==> config.mk <==
export PLATFORM = sky130hd
export DESIGN_NAME = spk_round
export DESIGN_NICKNAME = d
export VERILOG_FILES = /design/src/rtl/spk_pkg.sv /design/src/rtl/spk_round.sv
export SDC_FILE = /design/constraint.sdc
export NUM_CORES = 1
export LEC_CHECK = 0
export ABC_AREA = 1
export BUFFER_PORTS_ARGS = -buffer_cell sky130_fd_sc_hd__buf_4
export CORE_ASPECT_RATIO = 1.5
export CORE_MARGIN = 10
export CORE_UTILIZATION = 51
export DETAILED_ROUTE_END_ITERATION = 8
export GPL_TIMING_DRIVEN = 0
export HOLD_SLACK_MARGIN = 0.06
export PLACE_DENSITY = 0.79
export SLEW_MARGIN = 20
export SYNTH_ARGS = -nofsm -noshare
export SYNTH_HDL_FRONTEND = slang
export SYNTH_SLANG_ARGS = --single-unit
export TNS_END_PERCENT = 30
==> constraint.sdc <==
create_clock -name clk -period 1.8 [get_ports clk]
set_clock_uncertainty 0.05 [all_clocks]
set_input_delay 0 -clock clk [delete_from_list [all_inputs] [get_ports clk]]
set_output_delay 0 -clock clk [all_outputs]
set_load 0.01 [all_outputs]
==> src/rtl/spk_pkg.sv <==
// spk_pkg: shared constants, types and round functions for the speck 64/128 cipher
// no dependencies; used by the interfaces, key schedule, round stage and top level

package spk_pkg;

  localparam int ROUNDS    = 27;
  localparam int WORD_W    = 32;
  localparam int RND_W     = $clog2(ROUNDS);
  localparam int KEY_WORDS = 4;
  localparam int CFG_IDX_W = 4;

  localparam logic [RND_W-1:0] LAST_ROUND = RND_W'(ROUNDS - 1);

  // configuration register indexes
  localparam logic [CFG_IDX_W-1:0] REG_KEY_WORD_0 = CFG_IDX_W'(0);
  localparam logic [CFG_IDX_W-1:0] REG_KEY_WORD_1 = CFG_IDX_W'(1);
  localparam logic [CFG_IDX_W-1:0] REG_KEY_WORD_2 = CFG_IDX_W'(2);
  localparam logic [CFG_IDX_W-1:0] REG_KEY_WORD_3 = CFG_IDX_W'(3);

  // mode codes
  localparam logic MODE_ENCRYPT = 1'b0;
  localparam logic MODE_DECRYPT = 1'b1;

  typedef logic [WORD_W-1:0] word_t;
  typedef logic [ROUNDS-1:0][WORD_W-1:0] rk_array_t;

  // one pipeline slot: valid bit travels with the block
  typedef struct packed {
    logic  valid;
    logic  mode;
    word_t x;
    word_t y;
  } stage_t;

  function automatic word_t rotr(input word_t v, input int unsigned n);
    rotr = (v >> n) | (v << (WORD_W - n));
  endfunction

  function automatic word_t rotl(input word_t v, input int unsigned n);
    rotl = (v << n) | (v >> (WORD_W - n));
  endfunction

endpackage

==> src/rtl/spk_round.sv <==
// spk_round: one registered round of the cipher, encrypt or decrypt per item
// depends on spk_pkg

module spk_round
  import spk_pkg::*;
(
  input  logic   clk,
  input  logic   rst,
  input  logic   en,
  input  stage_t d,
  input  word_t  rk_enc,
  input  word_t  rk_dec,
  output stage_t q
);

  word_t x_enc;
  word_t y_enc;
  word_t x_dec;
  word_t y_dec;

  assign x_enc = (rotr(d.x, 8) + d.y) ^ rk_enc;
  assign y_enc = rotl(d.y, 3) ^ x_enc;
  assign y_dec = rotr(d.y ^ d.x, 3);
  assign x_dec = rotl((d.x ^ rk_dec) - y_dec, 8);

  // only the valid bit is reset, the block words follow it
  always_ff @(posedge clk) begin
    if (rst) begin
      q.valid <= 1'b0;
    end else if (en) begin
      q.valid <= d.valid;
    end
    if (en) begin
      q.mode <= d.mode;
      if (d.mode == MODE_DECRYPT) begin
        q.x <= x_dec;
        q.y <= y_dec;
      end else begin
        q.x <= x_enc;
        q.y <= y_enc;
      end
    end
  end

endmodule

==> results_dict.tcl <==
set metrics [dict create \
    critPathLaunchType "input pin" \
    finalCriticalPeriod_ps 1870 \
    fp.dieW_um 125 \
    hold_viol 0 \
    fin_crit_sh_pct 104 \
    final_nets 1710 \
    netlist_area_mm2 0.00837 \
    wl_per_cell_um 21.9 \
    gr-usage-all-layers_pct 31.5 \
    combinationalPowerShare_pct 56.8 \
    hpwl_mm 30.3 \
    max_cap_viol_count 0 \
    coreArea_mm2 0.0162 \
    ant_nets 0 \
    multi_input_area_mm2 0.00674 \
    netlist-cell-type-count 42 \
    p_seq_share_pct 23.3 \
    routed_wl_mm 37.8 \
    grt_max_degree 67 \
    violations "DRC, setup timing" \
    start_util_pct 51.7 \
    p_sw_share_pct 44.6 \
    status "finished, violations left" \
    syn-num-nets 1476 \
    dr.pass1.iters 9 \
    wl_met2_mm 18.9 \
    power_switching_w 0.00400 \
    antenna_found_initial 0 \
    drt_iter0_drc 952 \
    hp-class "in -> reg" \
    drc 5 \
    io_pins 199 \
    p_int_w 0.00498 \
    insertion_delay_ps 340 \
    topRoutingLayerUsed "met4" \
    end_kind "flip-flop" \
    worstPathRequired_ps 1820 \
    top_register "q" \
    cts_buffer_depth 2 \
    syn_avg_cell_area_um2 6.54 \
    rsz0062_at_grt "yes" \
    power.total_w 0.00898 \
    ys_warn_count 0 \
    rows 57 \
    first_global_vias 9500 \
    clkPwrFrac_pct 19.9 \
    htree_num_levels 3 \
    top_regs "q (66)" \
    cts_buffers 9 \
    fmax_mhz 534 \
    n_fill_cell 1339 \
    leakage_nw 5.78 \
    cts_sinks 66 \
    setup_ws_ps -72.5 \
    slew_headroom_pct 36.5 \
    setup_violations 6 \
    p_per_area_mw_per_mm2 764 \
    cts_tree "yes" \
    dp_slack_ps -625 \
    met3_length_mm 2.94 \
    num_vias 9808 \
    crit_fanout 3 \
    viasPerCell 5.69 \
    grt_pass1_wl_mm 53.6 \
    seqCellArea_mm2 0.00197 \
    die-area_mm2 0.0220 \
    vdd_ir_drop_max_v 0.000664 \
    slew_viol_final 0 \
    cts_root_buf "clkbuf_16" \
    area_growth_syn_to_layout_pct 40.6 \
    yosysSeqAreaShare_pct 23.6 \
    grt_overflow 0 \
    drive_above_1_share_pct 30.7 \
    clk_pin_slew_ps 70 \
    gp_congestion 1.01 \
    synth_cells 1279 \
    wirelength_met1_mm 13.0 \
    ys_ff_latch 66 \
    max_slew.worst_pin.slew_ps 953 \
    path_class "in -> reg" \
    die_y_um 177 \
    cp.arrival_ps 1900 \
    io_buffers 198 \
    largest_reg_flops 66 \
]
-- power groups by stage --
stage	Combinational (W)	Clock [W]	Sequential [W]
final	0.00510	0.00179	0.00210
after global routing	0.00544	0.00183	0.00212
after CTS	0.00445	0.00177	0.00210
after detailed placement	0.00415	0	0.00213
after global placement	0.00410	0	0.00212
after floorplan	0.00236	0	0.00225
-- logic make-up (layout without fill, tap and decap cells) --
kind of cell	after synthesis	after routing	synth area share (%)
AOI/OAI and AO/OA	138	138	9.00
xor gates and xnor gates	126	126	13.4
adders and majority gates	64	64	9.75
buffers and inverters	206	445	9.27
DFF	66	66	23.6
muxes	2	2	0.239
other	0	1	0
and+or+nand+nor	677	677	34.8
-- through the flow --
step | setup TNS (ps) | cell area [um^2] | utilization (%) | std cells | hold slack [ps]
3_3_place_gp | -21480 | 10100 | 62.6 | 1683 | 107
5_1_grt | -1140 | 11800 | 72.6 | 1724 | 77.9
2_1_floorplan | 0 | 8390 | - | 1279 | 22.4
6_report | -199 | 11800 | 72.6 | 1725 | 60.4
4_1_cts | -73.8 | 11000 | 67.9 | 1718 | 60.7
3_5_place_dp | -21890 | 10100 | 62.6 | 1683 | 112
-- layer usage --
metal	vias up	track usage, %
met5	-	0
met3	161	3.87
met2	600	56.3
li1	4548	-
met1	4499	34.3
met4	0	20.9
-- worst max-delay path, stage by stage --
cell	delay, ps
buf_4	130
ha_4	170
inv_1	60
fa_2	360
inv_2	90
nand3_1	120
nand3_4	160
xor2_1	450
xor2_1	260
o21ai_1	80
-- cells in the mapped netlist --
cell	n	area, um^2
a21boi_0	1	7.51
a21o_1	4	30.0
a21oi_1	60	300
a21oi_2	2	17.5
and3_1	2	12.5
buf_1	4	15.0
buf_2	2	10.0
clkbuf_1	8	30.0
dfxtp_1	1	20.0
edfxtp_1	65	1950
fa_1	2	40.0
ha_1	62	776
inv_1	187	702
inv_2	5	18.8
mux2i_1	2	20.0
nand2_1	410	1540
nand2_2	17	106
nand2_4	1	11.3
nand3_1	105	526
nand3_2	8	80.1
nand3b_1	11	82.6
nand4_1	7	43.8
nor2_1	88	330
nor2_2	2	12.5
nor3_1	10	50.1
nor3_2	3	30.0
nor4_1	1	6.26
nor4_2	1	12.5
o211ai_1	1	7.51
o21a_1	3	22.5
o21ai_0	42	210
o21ai_1	12	60.1
o21ai_2	2	17.5
o21bai_1	5	37.5
o21bai_2	1	11.3
o22ai_1	5	31.3
or2_0	2	12.5
or2_1	3	18.8
or2_2	6	37.5
xnor2_1	36	315
xor2_1	88	771
xor2_2	2	32.5
-- cell usage in the layout (no fill, tap or decap), types with 9 or more instances in the layout --
cell | Yosys | layout
ha_1 | 62 | 27
o21ai_1 | 12 | 20
clkbuf_16 | 0 | 9
nand2_1 | 410 | 374
xnor2_1 | 36 | 29
dlygate4sd3_1 | 0 | 14
a21oi_2 | 2 | 28
nand3_1 | 105 | 92
nand3_2 | 8 | 19
o21ai_0 | 42 | 31
ha_4 | 0 | 25
inv_2 | 5 | 13
inv_1 | 187 | 179
buf_4 | 0 | 204
nand2_2 | 17 | 49
xor2_2 | 2 | 21
ha_2 | 0 | 10
a21oi_1 | 60 | 33
edfxtp_1 | 65 | 65
xor2_1 | 88 | 65
nand3b_1 | 11 | 11
nor2_2 | 2 | 23
nor2_1 | 88 | 61
-- final timing paths --
kind	start	end	slack, ps	cells after the start
worst max-delay path	d[40]	q[10]$_DFFE_PP_	-70	10
worst min register to register	q[65]$_SDFFE_PP0P_	q[65]$_SDFFE_PP0P_	1030	3
worst min-delay path	d[15]	q[12]$_DFFE_PP_	60	4
worst max register to register	q[65]$_SDFFE_PP0P_	q[65]$_SDFFE_PP0P_	600	3
-- area by class of cell --
type	count	share of cell area, %
Multi-Input combinational cell	1007	57.3
Buffer	14	0.468
Sequential cell	66	16.8
Clock buffer	9	1.92
Clock inverter	7	0.511
Timing Repair Buffer	223	14.7
Inverter	192	6.13
Tap cell	206	2.19
Antenna cell	1	0.0213
-- repair_timing --
item,4_1_cts,5_1_grt
hold endpoints to repair,12,0
gates resized for setup,81,160
setup endpoints to repair,36,38
buffers inserted,5,6
pin swaps,16,29
hold buffers,14,0
Power figures use the tool's default switching activity.
