$ cat src/rtl/spk_pkg.sv
// spk_pkg: shared constants, types and round functions for the speck 64/128 cipher
// no dependencies; used by the interfaces, key schedule, round stage and top level

package spk_pkg;

  localparam int ROUNDS    = 27;
  localparam int WORD_W    = 32;
  localparam int RND_W     = $clog2(ROUNDS);
  localparam int KEY_WORDS = 4;
  localparam int CFG_IDX_W = 4;

  localparam logic [RND_W-1:0] LAST_ROUND = RND_W'(ROUNDS - 1);

  // configuration register indexes
  localparam logic [CFG_IDX_W-1:0] REG_KEY_WORD_0 = CFG_IDX_W'(0);
  localparam logic [CFG_IDX_W-1:0] REG_KEY_WORD_1 = CFG_IDX_W'(1);
  localparam logic [CFG_IDX_W-1:0] REG_KEY_WORD_2 = CFG_IDX_W'(2);
  localparam logic [CFG_IDX_W-1:0] REG_KEY_WORD_3 = CFG_IDX_W'(3);

  // mode codes
  localparam logic MODE_ENCRYPT = 1'b0;
  localparam logic MODE_DECRYPT = 1'b1;

  typedef logic [WORD_W-1:0] word_t;
  typedef logic [ROUNDS-1:0][WORD_W-1:0] rk_array_t;

  // one pipeline slot: valid bit travels with the block
  typedef struct packed {
    logic  valid;
    logic  mode;
    word_t x;
    word_t y;
  } stage_t;

  function automatic word_t rotr(input word_t v, input int unsigned n);
    rotr = (v >> n) | (v << (WORD_W - n));
  endfunction

  function automatic word_t rotl(input word_t v, input int unsigned n);
    rotl = (v << n) | (v >> (WORD_W - n));
  endfunction

endpackage

$ cat src/rtl/spk_key_sched.sv
// spk_key_sched: key registers and iterative expansion into the round-key store
// depends on spk_pkg

module spk_key_sched
  import spk_pkg::*;
(
  input  logic                 clk,
  input  logic                 rst,
  input  logic                 cfg_we,
  input  logic [CFG_IDX_W-1:0] cfg_index,
  input  word_t                cfg_data,
  output rk_array_t            round_keys,
  output logic                 keys_ready
);

  word_t            key_word [KEY_WORDS];
  logic             running;
  logic [RND_W-1:0] rnd;
  word_t            k;
  word_t            l0;
  word_t            l1;
  word_t            l2;
  word_t            l_next;
  logic             key_write;

  // a write to an unknown index is dropped
  assign key_write = cfg_we && (cfg_index inside {REG_KEY_WORD_0, REG_KEY_WORD_1,
                                                  REG_KEY_WORD_2, REG_KEY_WORD_3});

  assign l_next = (rotr(l0, 8) + k) ^ WORD_W'(rnd);

  always_ff @(posedge clk) begin
    if (rst) begin
      for (int i = 0; i < KEY_WORDS; i++) begin
        key_word[i] <= '0;
      end
    end else if (key_write) begin
      key_word[cfg_index[$clog2(KEY_WORDS)-1:0]] <= cfg_data;
    end
  end

  always_ff @(posedge clk) begin
    if (rst) begin
      running    <= 1'b0;
      keys_ready <= 1'b0;
      rnd        <= '0;
    end else if (key_write) begin
      running    <= 1'b0;
      keys_ready <= 1'b0;
    end else if (!keys_ready && !running) begin
      running <= 1'b1;
      rnd     <= '0;
    end else if (running) begin
      rnd <= rnd + RND_W'(1);
      if (rnd == LAST_ROUND) begin
        running    <= 1'b0;
        keys_ready <= 1'b1;
      end
    end
  end

  // the three l words rotate through l0 so l0 is always l[i mod 3]
  always_ff @(posedge clk) begin
    if (!keys_ready && !running) begin
      k  <= key_word[0];
      l0 <= key_word[1];
      l1 <= key_word[2];
      l2 <= key_word[3];
    end else if (running) begin
      round_keys[rnd] <= k;
      k  <= rotl(k, 3) ^ l_next;
      l0 <= l1;
      l1 <= l2;
      l2 <= l_next;
    end
  end

endmodule

$ cat config.mk
export PLATFORM = sky130hd
export DESIGN_NAME = spk_key_sched
export DESIGN_NICKNAME = d
export VERILOG_FILES = /design/src/rtl/spk_pkg.sv /design/src/rtl/spk_key_sched.sv
export SDC_FILE = /design/constraint.sdc
export NUM_CORES = 1
export LEC_CHECK = 0
export BUFFER_PORTS_ARGS = -buffer_cell sky130_fd_sc_hd__buf_2
export CAP_MARGIN = 25
export CORE_AREA = 8 8 349 351
export CTS_CLUSTER_SIZE = 30
export DETAILED_ROUTE_END_ITERATION = 8
export DIE_AREA = 0 0 357 359
export GPL_ROUTABILITY_DRIVEN = 0
export PLACE_DENSITY = 0.55
export SLEW_MARGIN = 10
export SYNTH_ARGS = -nofsm -noshare
export SYNTH_HDL_FRONTEND = slang
export SYNTH_SLANG_ARGS = --single-unit
$ cat constraint.sdc
create_clock -name clk -period 10.19 [get_ports clk]
set_input_delay 0.5095 -clock clk [delete_from_list [all_inputs] [get_ports clk]]
set_output_delay 0.5095 -clock clk [all_outputs]
set_load 0.1 [all_outputs]
==> flow_summary.ini, run 1 <==
[power]
power_frac_clock_pct = 31.8
power_frac_seq_pct = 47.7
peakVddDrop_mv = 0.185
sw_frac_of_total_pct = 30.1
p_leak_nw = 18.5
comb_power_share_pct = 20.5
powerDensity_nw_per_um2 = 256
power.switching_mw = 3.80
p_int_mw = 8.85

[clocking]
cts_resized = 0
cts_max_level = 3
numCtsBuffers = 112
post-cts-setup-buffers = 0
clock_latency_ns = 0.72
path_clk_slew_ns = 0.07
numClockSinks = 1127
cts.path.max_buffers = 3
root_buffer = clkbuf_16
cts_tree = yes
cts_hold_buf = 0

[final_layout]
layout.nets = 3099
area.growth.synth_to_final_pct = 27.6
drive_gt1_share_pct = 38.1
seq_area_sq_um = 33800
nFillCells = 10500
fin_util_pct = 42.3
multiInputGateArea_sq_um = 4880

[sta]
tightest_slew_ns = 1.04
fmax_ghz = 0.305
rsz0062_at_grt = no
setup_tns_ns = 0
slew_headroom_pct = 30.7
setup_violations = 0
hold_violations = 0
post-route-period-util_pct = 32.1
fin_ws_ns = 6.92
skew_ns = 0.0512
period_needed_ns = 3.27
slew_violations = 0

[logic_synthesis]
yosysUniqueCellTypes = 57
synth_common_cells = 1120 x edfxtp_1, 290 x nand2_1, 132 x and2_1
synth.most_common_cell = edfxtp_1
ys_seq_area_share_pct = 87.3
yosysTopAreaCell = edfxtp_1
netlist_instances = 1990
async_flop_share_pct = 0
syn_area_sq_um = 38700
ys_ff_latch = 1127
synth_area_leaders = edfxtp_1 87%, nand2_1 2.8%, and2_1 2.1%
syn_nets = 2065
synth_warnings = 0
avgSynthCellArea_sq_um = 19.4
synth_top_area_share_pct = 87.0
synth_edf_count = 1120
synth_ff_type = edfxtp_1

[critical_path]
path_max_fanout = 29
end_kind = register
r2r_cells = 10
crit_start = k[4]$_DFFE_PP_
path_class = register to register
arrival_ns = 3.75
cp_data_required_time_ns = 10.67
worstSetupStartpointType = register
r2r-start = k[4]$_DFFE_PP_

[status]
status = finished, final reports clean

[global_route]
grt_max_degree = 75
grt.total_usage_pct = 19.9
grt_pass1_wl_um = 180000
grt_pass1_vias = 21200
overflow = 0
antenna_found_initial = 10

[floorplanning]
die_y_um = 359
core_area_sq_um = 117000
die_w_um = 357
die_area_sq_um = 128000
initial_core_util_pct = 33.2
io_pins = 904
rows = 126

[route]
post-route-drc-count = 0
finalWirelength_um = 134000
wl_met3_um = 10900
drt-met1-wl_um = 50700
routedWlPerCell_um = 28.8
via_per_inst = 4.70
vias = 21900
top_layer = met5
drt-initial-drc-count = 1942
ant_nets = 0
drt_first_pass_iters = 5
wl_met2_um = 69100

[placed_design]
preCtsSetupSlack_ns = 6.68
io_buffers = 903
hpwl_um = 90500

[flow_run]
cap_violations = 0

[min_path]
holdPathStages = 2
hold_class = input port to register
hp-start = cfg_data[25]
## layout by cell type (no fill, tap or decap), types with 5 or more instances in the layout
| cell | Yosys | final |
|---|---|---|
| and2_1 | 132 | 132 |
| xnor3_1 | 6 | 6 |
| nor2_4 | 0 | 29 |
| a21o_1 | 11 | 11 |
| nand4_1 | 5 | 5 |
| ha_1 | 35 | 35 |
| nor3_1 | 8 | 7 |
| buf_4 | 0 | 65 |
| buf_2 | 1 | 903 |
| clkbuf_1 | 50 | 22 |
| nand2_1 | 290 | 290 |
| o21ai_0 | 41 | 41 |
| clkinv_1 | 0 | 25 |
| clkinv_2 | 0 | 16 |
| inv_6 | 0 | 6 |
| bufinv_16 | 0 | 7 |
| xnor2_1 | 42 | 42 |
| nor2_1 | 69 | 40 |
| edfxtp_1 | 1120 | 1120 |
| o211ai_1 | 5 | 5 |
| nor2b_1 | 5 | 5 |
| dfxtp_1 | 7 | 7 |
| clkbuf_16 | 0 | 114 |
| mux2_2 | 5 | 5 |
| diode_2 | 0 | 7 |
| nand2b_1 | 5 | 5 |
| clkinv_16 | 0 | 6 |
| xor2_1 | 24 | 24 |
| a21oi_1 | 47 | 47 |
| inv_1 | 14 | 13 |
| nand3_1 | 8 | 8 |
## area by class of cell
cell class	instances	area share (%)
Inverter	14	0.112
Timing Repair Buffer	972	10.4
Antenna cell	7	0.0355
Clock buffer	135	5.88
Clock inverter	67	1.37
Multi-Input combinational cell	797	9.89
Tap cell	1536	3.90
Sequential cell	1127	68.5
## power groups by stage
stage / combinational [mW] / clock [mW] / sequential (mW)
3_5_place_dp: 2.54 / 0 / 6.17
4_1_cts: 2.55 / 4.10 / 6.08
3_3_place_gp: 2.51 / 0 / 6.17
2_1_floorplan: 1.02 / 0 / 6.66
5_1_grt: 2.78 / 4.26 / 6.06
6_report: 2.59 / 4.02 / 6.04
## through the flow
step	instance area [sq um]	hold slack (ns)	total power, mW	cells
after floorplan	38700	0.484	7.69	1990
after global placement	45600	0.488	8.68	4442
after detailed placement	45600	0.492	8.71	4442
after CTS	49200	0.0438	12.7	4644
after global routing	49300	0.0725	13.1	4648
final	49300	0.0997	12.6	4655
## per-layer routing
| metal | GRT usage, % | up-vias |
|---|---|---|
| met1 | 23.7 | 11200 |
| met4 | 5.25 | 8 |
| li1 | - | 9528 |
| met2 | 35.7 | 940 |
| met5 | 0 | - |
| met3 | 5.01 | 165 |
## registers in the layout, summed over array words and instances, names as in the netlist
name        count
k              32
key_word      128
keys_ready      1
l0             32
l1             32
l2             32
rnd             5
round_keys    864
running         1
## critical path, cell delays in order, from the launching register on
cell and delay (ns):
edfxtp_1 0.36, buf_4 0.25, ha_1 0.40, a21o_1 0.23, a21oi_1 0.20, a21oi_1 0.15, o21ai_2 0.38, o21ai_1 0.27
a211oi_2 0.30, xnor3_1 0.25, mux2_2 0.27
## worst paths after layout
path	end	slack [ns]
worst max register to register	k[30]$_DFFE_PP_	6.92
worst max-delay path	k[30]$_DFFE_PP_	6.92
worst min register to register	l1[0]$_DFFE_PP_	0.46
worst min-delay path	key_word[2][25]$_SDFFCE_PN0P_	0.1
## cells by family after synthesis
| group | share of synthesized area, % |
|---|---|
| flip-flops | 87.3 |
| AND/OR/NAND/NOR | 6.38 |
| AO/OA/AOI/OAI | 2.40 |
| XOR/XNOR | 1.84 |
| buffers and inverters | 0.663 |
| adder cells (fa/ha/maj) | 1.18 |
| multiplexers | 0.210 |
(Power assumes the default switching activity.)
==> inputs of run 2 (changes only) <==
--- a/config.mk
+++ b/config.mk
@@ -7,12 +7,12 @@
 export LEC_CHECK = 0
 export BUFFER_PORTS_ARGS = -buffer_cell sky130_fd_sc_hd__buf_2
 export CAP_MARGIN = 25
-export CORE_AREA = 8 8 349 351
+export CORE_AREA = 8 8 348 350
 export CTS_CLUSTER_SIZE = 30
 export DETAILED_ROUTE_END_ITERATION = 8
-export DIE_AREA = 0 0 357 359
+export DIE_AREA = 0 0 356 358
 export GPL_ROUTABILITY_DRIVEN = 0
-export PLACE_DENSITY = 0.55
+export PLACE_DENSITY = 0.57
 export SLEW_MARGIN = 10
 export SYNTH_ARGS = -nofsm -noshare
 export SYNTH_HDL_FRONTEND = slang
==> constraint.sdc (replaced) <==
create_clock -name clk -period 2.7 [get_ports clk]
set_input_delay 0.135 -clock clk [delete_from_list [all_inputs] [get_ports clk]]
set_output_delay 0.135 -clock clk [all_outputs]
set_load 0.1 [all_outputs]
==> flow_summary.ini, run 2 (synthesis gave the netlist of run 1 again) <==
[status]
status = finished, violations left
violations = negative setup slack

[global_route]
grt_pass1_vias = 21900
grt_pass1_wl_um = 180000
overflow = 0
grt_max_degree = 129
antenna_found_initial = 8
grt.total_usage_pct = 20.0

[final_layout]
final_cells = 4763
fin_area_sq_um = 51000
area.growth.synth_to_final_pct = 31.9
final_cell_mix = 1120 x edfxtp_1, 903 x buf_2, 289 x nand2_1, 132 x and2_1, 126 x buf_4
drive_gt1_share_pct = 40.8
largest_reg_flops = 864
regMostFlops = round_keys
fin_util_pct = 44.2
top_regs = round_keys: 864 flops, key_word: 128 flops
layout.nets = 3221
layout_commonest_cell = edfxtp_1

[route]
drt_first_pass_iters = 5
routedWlPerCell_um = 28.4
vias = 22800
post-route-drc-count = 0
drt-initial-drc-count = 2191
ant_nets = 0
via_per_inst = 4.78
finalWirelength_um = 135000

[critical_path]
r2r-end = k[23]$_DFFE_PP_
worstSetupStartpointType = register
cp_data_required_time_ns = 3.15
path_max_fanout = 3
r2r-start = l0[22]$_DFFE_PP_
r2r_cells = 9
end_kind = register
arrival_ns = 3.22
path_class = register to register
rrSetupSlack_ns = -0.07

[clocking]
cts_max_level = 3
cts.path.max_buffers = 3
root_buffer = clkbuf_16
cts_tree = yes
numClockSinks = 1127
numCtsBuffers = 112
clock_latency_ns = 0.71
path_clk_slew_ns = 0.06

[floorplanning]
die_area_sq_um = 127000
io_pins = 904
die_y_um = 358
initial_core_util_pct = 33.5
die_w_um = 356
rows = 125
core_area_sq_um = 115000

[power]
peakVddDrop_mv = 0.717
p_leak_nw = 19.2
finalPower_mw = 50.0
powerDensity_nw_per_um2 = 979

[min_path]
hold_class = input port to register
whs_endpoint = keys_ready$_SDFFE_PP0P_
hp-start = cfg_index[3]
holdPathStages = 5

[flow_run]
cap_violations = 0

[sta]
setup_violations = 3
fin_ws_ns = -0.0717
slew_headroom_pct = 45.6
period_needed_ns = 2.77
tightest_slew_ns = 0.816
slew_violations = 0
skew_ns = 0.0405
post-route-period-util_pct = 103
hold_violations = 0
holdWs_ns = 0.113
fmax_ghz = 0.361
rsz0062_at_grt = yes
setup_tns_ns = -0.125

[placed_design]
preCtsSetupSlack_ns = -0.160
io_buffers = 903
placed_cell_area_sq_um = 46700
hpwl_um = 90800
place_inst = 4516
## run 2: cell types whose count changed in the layout (fill, tap and decap cells not counted), moves of 6 or more
cell	before	now
buf_12	0	31
clkinv_2	16	24
dlygate4sd3_1	0	34
a21oi_2	0	8
a21oi_1	47	37
ha_4	0	6
o21ai_1	1	12
o21ai_0	41	28
ha_1	35	28
clkinv_1	25	15
buf_4	65	126
## run 2: what timing repair did
item,CTS,global route
hold buffers,34,0
pin swaps,5,14
endpoints found under the setup margin,20,33
gates resized for setup,14,32
hold endpoints to repair,135,0
setup buffers,4,3
## run 2: worst max-delay path, cell delays in order (launching register included)
cell,delay (ns)
edfxtp_1,0.41
ha_4,0.27
a211oi_2,0.22
o221ai_2,0.14
o31a_1,0.27
a221o_1,0.31
a21o_4,0.23
a21oi_4,0.16
xnor3_1,0.23
mux2_4,0.27
## run 2: how the worst max path moves through the flow
stage                          start              end  slack (ns)
finish              l0[22]$_DFFE_PP_  k[23]$_DFFE_PP_       -0.07
global route          k[0]$_DFFE_PP_  k[30]$_DFFE_PP_       -0.14
CTS                 l0[22]$_DFFE_PP_  k[23]$_DFFE_PP_       -0.06
detailed placement    k[0]$_DFFE_PP_  k[30]$_DFFE_PP_       -0.16
global placement      k[1]$_DFFE_PP_  k[23]$_DFFE_PP_       -0.12
floorplan            k[14]$_DFFE_PP_  k[23]$_DFFE_PP_       -0.39
## run 2: report_power, final
| group | leakage [nW] | internal [mW] | switching [mW] | total [mW] |
|---|---|---|---|---|
| Clock | 1.76 | 8.72 | 6.67 | 15.4 |
| Combinational | 7.02 | 3.71 | 8.04 | 11.8 |
| Sequential | 10.5 | 22.4 | 0.399 | 22.8 |
## run 2: cell type report
cell class                 count  area, sq um
inverter                      14         56.3
fill                       10200        64400
clock buffer                 138         2900
multi-input combinational    797         5220
timing repair buffer        1094         6430
antenna                        3         7.51
tap                         1524         1910
sequential                  1127        33800
clock inverter                66          719
## run 2: per-layer routing
metal,vias up,global-route usage (%),wire [um]
met5,-,0,0
met4,0,6.39,4240
met3,195,5.72,12100
met2,1164,35.0,68400
met1,11600,23.9,50500
li1,9773,-,-
==> inputs of run 3 (changes only) <==
--- a/config.mk
+++ b/config.mk
@@ -7,12 +7,14 @@
 export LEC_CHECK = 0
 export BUFFER_PORTS_ARGS = -buffer_cell sky130_fd_sc_hd__buf_2
 export CAP_MARGIN = 25
-export CORE_AREA = 8 8 348 350
+export CELL_PAD_IN_SITES_DETAIL_PLACEMENT = 1
+export CELL_PAD_IN_SITES_GLOBAL_PLACEMENT = 1
+export CORE_AREA = 8 8 349 351
 export CTS_CLUSTER_SIZE = 30
 export DETAILED_ROUTE_END_ITERATION = 8
-export DIE_AREA = 0 0 356 358
+export DIE_AREA = 0 0 357 359
 export GPL_ROUTABILITY_DRIVEN = 0
-export PLACE_DENSITY = 0.57
+export PLACE_DENSITY = 0.65
 export SLEW_MARGIN = 10
 export SYNTH_ARGS = -nofsm -noshare
 export SYNTH_HDL_FRONTEND = slang
==> constraint.sdc (replaced) <==
create_clock -name clk -period 2.7 [get_ports clk]
set_input_delay 0.81 -clock clk [delete_from_list [all_inputs] [get_ports clk]]
set_output_delay 0.81 -clock clk [all_outputs]
set_load 0.1 [all_outputs]
==> flow_summary.ini, run 3 (synthesis gave the netlist of run 1 again) <==
[sta]
fin_ws_ns = -0.144
skew_ns = 0.0556
period_needed_ns = 2.84
tightest_slew_ns = 0.842
slew_violations = 0
fmax_ghz = 0.352
setup_violations = 12
hold_violations = 0
rsz0062_at_grt = yes
slew_headroom_pct = 43.8
post-route-period-util_pct = 105

[final_layout]
nFillCells = 11600
regMostFlops = round_keys
layout_commonest_cell = edfxtp_1
largest_reg_flops = 864
top_regs = round_keys: 864 flops, key_word: 128 flops
fin_area_sq_um = 51200
final_cells = 4784
area.growth.synth_to_final_pct = 32.3
layout.nets = 3218
final_cell_mix = 1120 x edfxtp_1, 903 x buf_2, 289 x nand2_1, 149 x buf_4, 132 x and2_1
drive_gt1_share_pct = 42.1

[min_path]
hold_class = input port to register
hp-start = cfg_data[1]

[clocking]
cts.path.max_buffers = 3
path_clk_slew_ns = 0.06
cts_tree = yes
numClockSinks = 1127
cts_max_level = 3
numCtsBuffers = 116
clock_latency_ns = 0.73
root_buffer = clkbuf_16

[critical_path]
path_class = register to register
crit_path_top_delay_cell = edfxtp_1
crit_chain = ha_4 -> o21ai_1 -> o221ai_2 -> o31a_1 -> a221o_1 -> a21o_4 -> buf_12 -> mux2i_2 -> or3_1 -> a31oi_1
arrival_ns = 3.42
max_stage_delay_ns = 0.43
cp_top_family = compound AO/OA/AOI/OAI gates
r2r-start = k[15]$_DFFE_PP_
crit_start = k[15]$_DFFE_PP_
cp_data_required_time_ns = 3.27
path_max_fanout = 5
end_kind = register
worstSetupStartpointType = register
crit_buf_inv = 1

[placed_design]
hpwl_um = 98000
io_buffers = 903
preCtsSetupSlack_ns = -0.190
place_inst = 4540
placed_cell_area_sq_um = 46800

[global_route]
grt_pass1_wl_um = 193000
overflow = 0
antenna_found_initial = 10
grt_pass1_vias = 23400
grt_max_degree = 43
grt.total_usage_pct = 21.3

[route]
routedWlPerCell_um = 30.0
vias = 23000
via_per_inst = 4.81
ant_nets = 0
finalWirelength_um = 144000
drt-initial-drc-count = 1938
post-route-drc-count = 0
drt_first_pass_iters = 6

[power]
p_int_mw = 35.4
finalPower_mw = 51.1
power_frac_clock_pct = 31.1
peakVddDrop_mv = 0.705
power.switching_mw = 15.7
p_leak_nw = 19.3
power_frac_seq_pct = 44.8
comb_power_share_pct = 24.1
sw_frac_of_total_pct = 30.8
powerDensity_nw_per_um2 = 998

[floorplanning]
die_y_um = 359
rows = 126
initial_core_util_pct = 33.2
io_pins = 904
die_area_sq_um = 128000
core_area_sq_um = 117000
die_w_um = 357

[flow_run]
cap_violations = 0

[status]
violations = negative setup slack
status = finished, violations left
-- run 3: changes by cell type in the layout (fill, tap and decap cells not counted), moves of 5 or more --
cell | previous run | this run
buf_4 | 126 | 149
clkbuf_1 | 26 | 33
clkinvlp_4 | 7 | 1
dlygate4sd3_1 | 34 | 0
inv_6 | 1 | 6
-- run 3: path summary, 6_finish.rpt --
kind	slack, ns	end	depth (start not counted)
setup reg to reg	-0.14	k[27]$_DFFE_PP_	10
setup / recovery	-0.14	k[27]$_DFFE_PP_	10
hold / removal	0.39	key_word[1][1]$_SDFFCE_PN0P_	2
hold reg to reg	0.48	l1[23]$_DFFE_PP_	2
-- run 3: layout make-up --
| cell class | instances | area, sq um | share of cell area, % |
|---|---|---|---|
| Tap cell | 1536 | 1920 | 3.76 |
| Clock buffer | 149 | 3030 | 5.92 |
| Antenna cell | 6 | 15.0 | 0.0293 |
| Sequential cell | 1127 | 33800 | 66.0 |
| Inverter | 14 | 56.3 | 0.110 |
| Timing Repair Buffer | 1087 | 6300 | 12.3 |
| Clock inverter | 68 | 752 | 1.47 |
| Multi-Input combinational cell | 797 | 5310 | 10.4 |
-- run 3: stage by stage --
step / util (%) / setup TNS (ns) / hold slack, ns
4_1_cts: 43.6 / -0.385 / 0.333
5_1_grt: 43.8 / -2.07 / 0.372
2_1_floorplan: - / -60.09 / 0.484
3_3_place_gp: 40.1 / -0.900 / 0.487
3_5_place_dp: 40.1 / -2.26 / 0.495
6_report: 43.9 / -0.696 / 0.395
-- run 3: worst register-to-register path: cells and delay by family, from the launching register on --
family                   cells  cell delay [ns]
AO/OA/AOI/OAI                6             1.39
adder cells (fa/ha/maj)      1             0.29
buffers and inverters        1             0.13
flip-flops                   1             0.43
multiplexers                 1             0.15
AND/OR/NAND/NOR              1             0.31
-- run 3: power groups by stage --
stage | clock, mW | sequential, mW | combinational (mW)
2_1_floorplan | 0 | 25.2 | 3.98
3_3_place_gp | 0 | 23.2 | 11.1
3_5_place_dp | 0 | 23.2 | 11.3
4_1_cts | 16.2 | 22.9 | 11.8
5_1_grt | 16.8 | 23.0 | 12.9
6_report | 15.9 | 22.9 | 12.3
-- run 3: repair_timing --
item / 4_1_cts / 5_1_grt
resized for setup: 28 / 35
pin swaps: 13 / 25
hold buffers: 0 / 0
setup endpoints to repair: 23 / 35
buffers inserted: 15 / 9
-- run 3: metal layers --
layer  global-route usage (%)  routed length (um)  vias up
met5                        0                  26        -
met2                     38.5               74400     1000
li1                         -                   -     9772
met1                     24.6               53300    12000
met4                     6.66                4510        4
met3                     5.48               11400      201
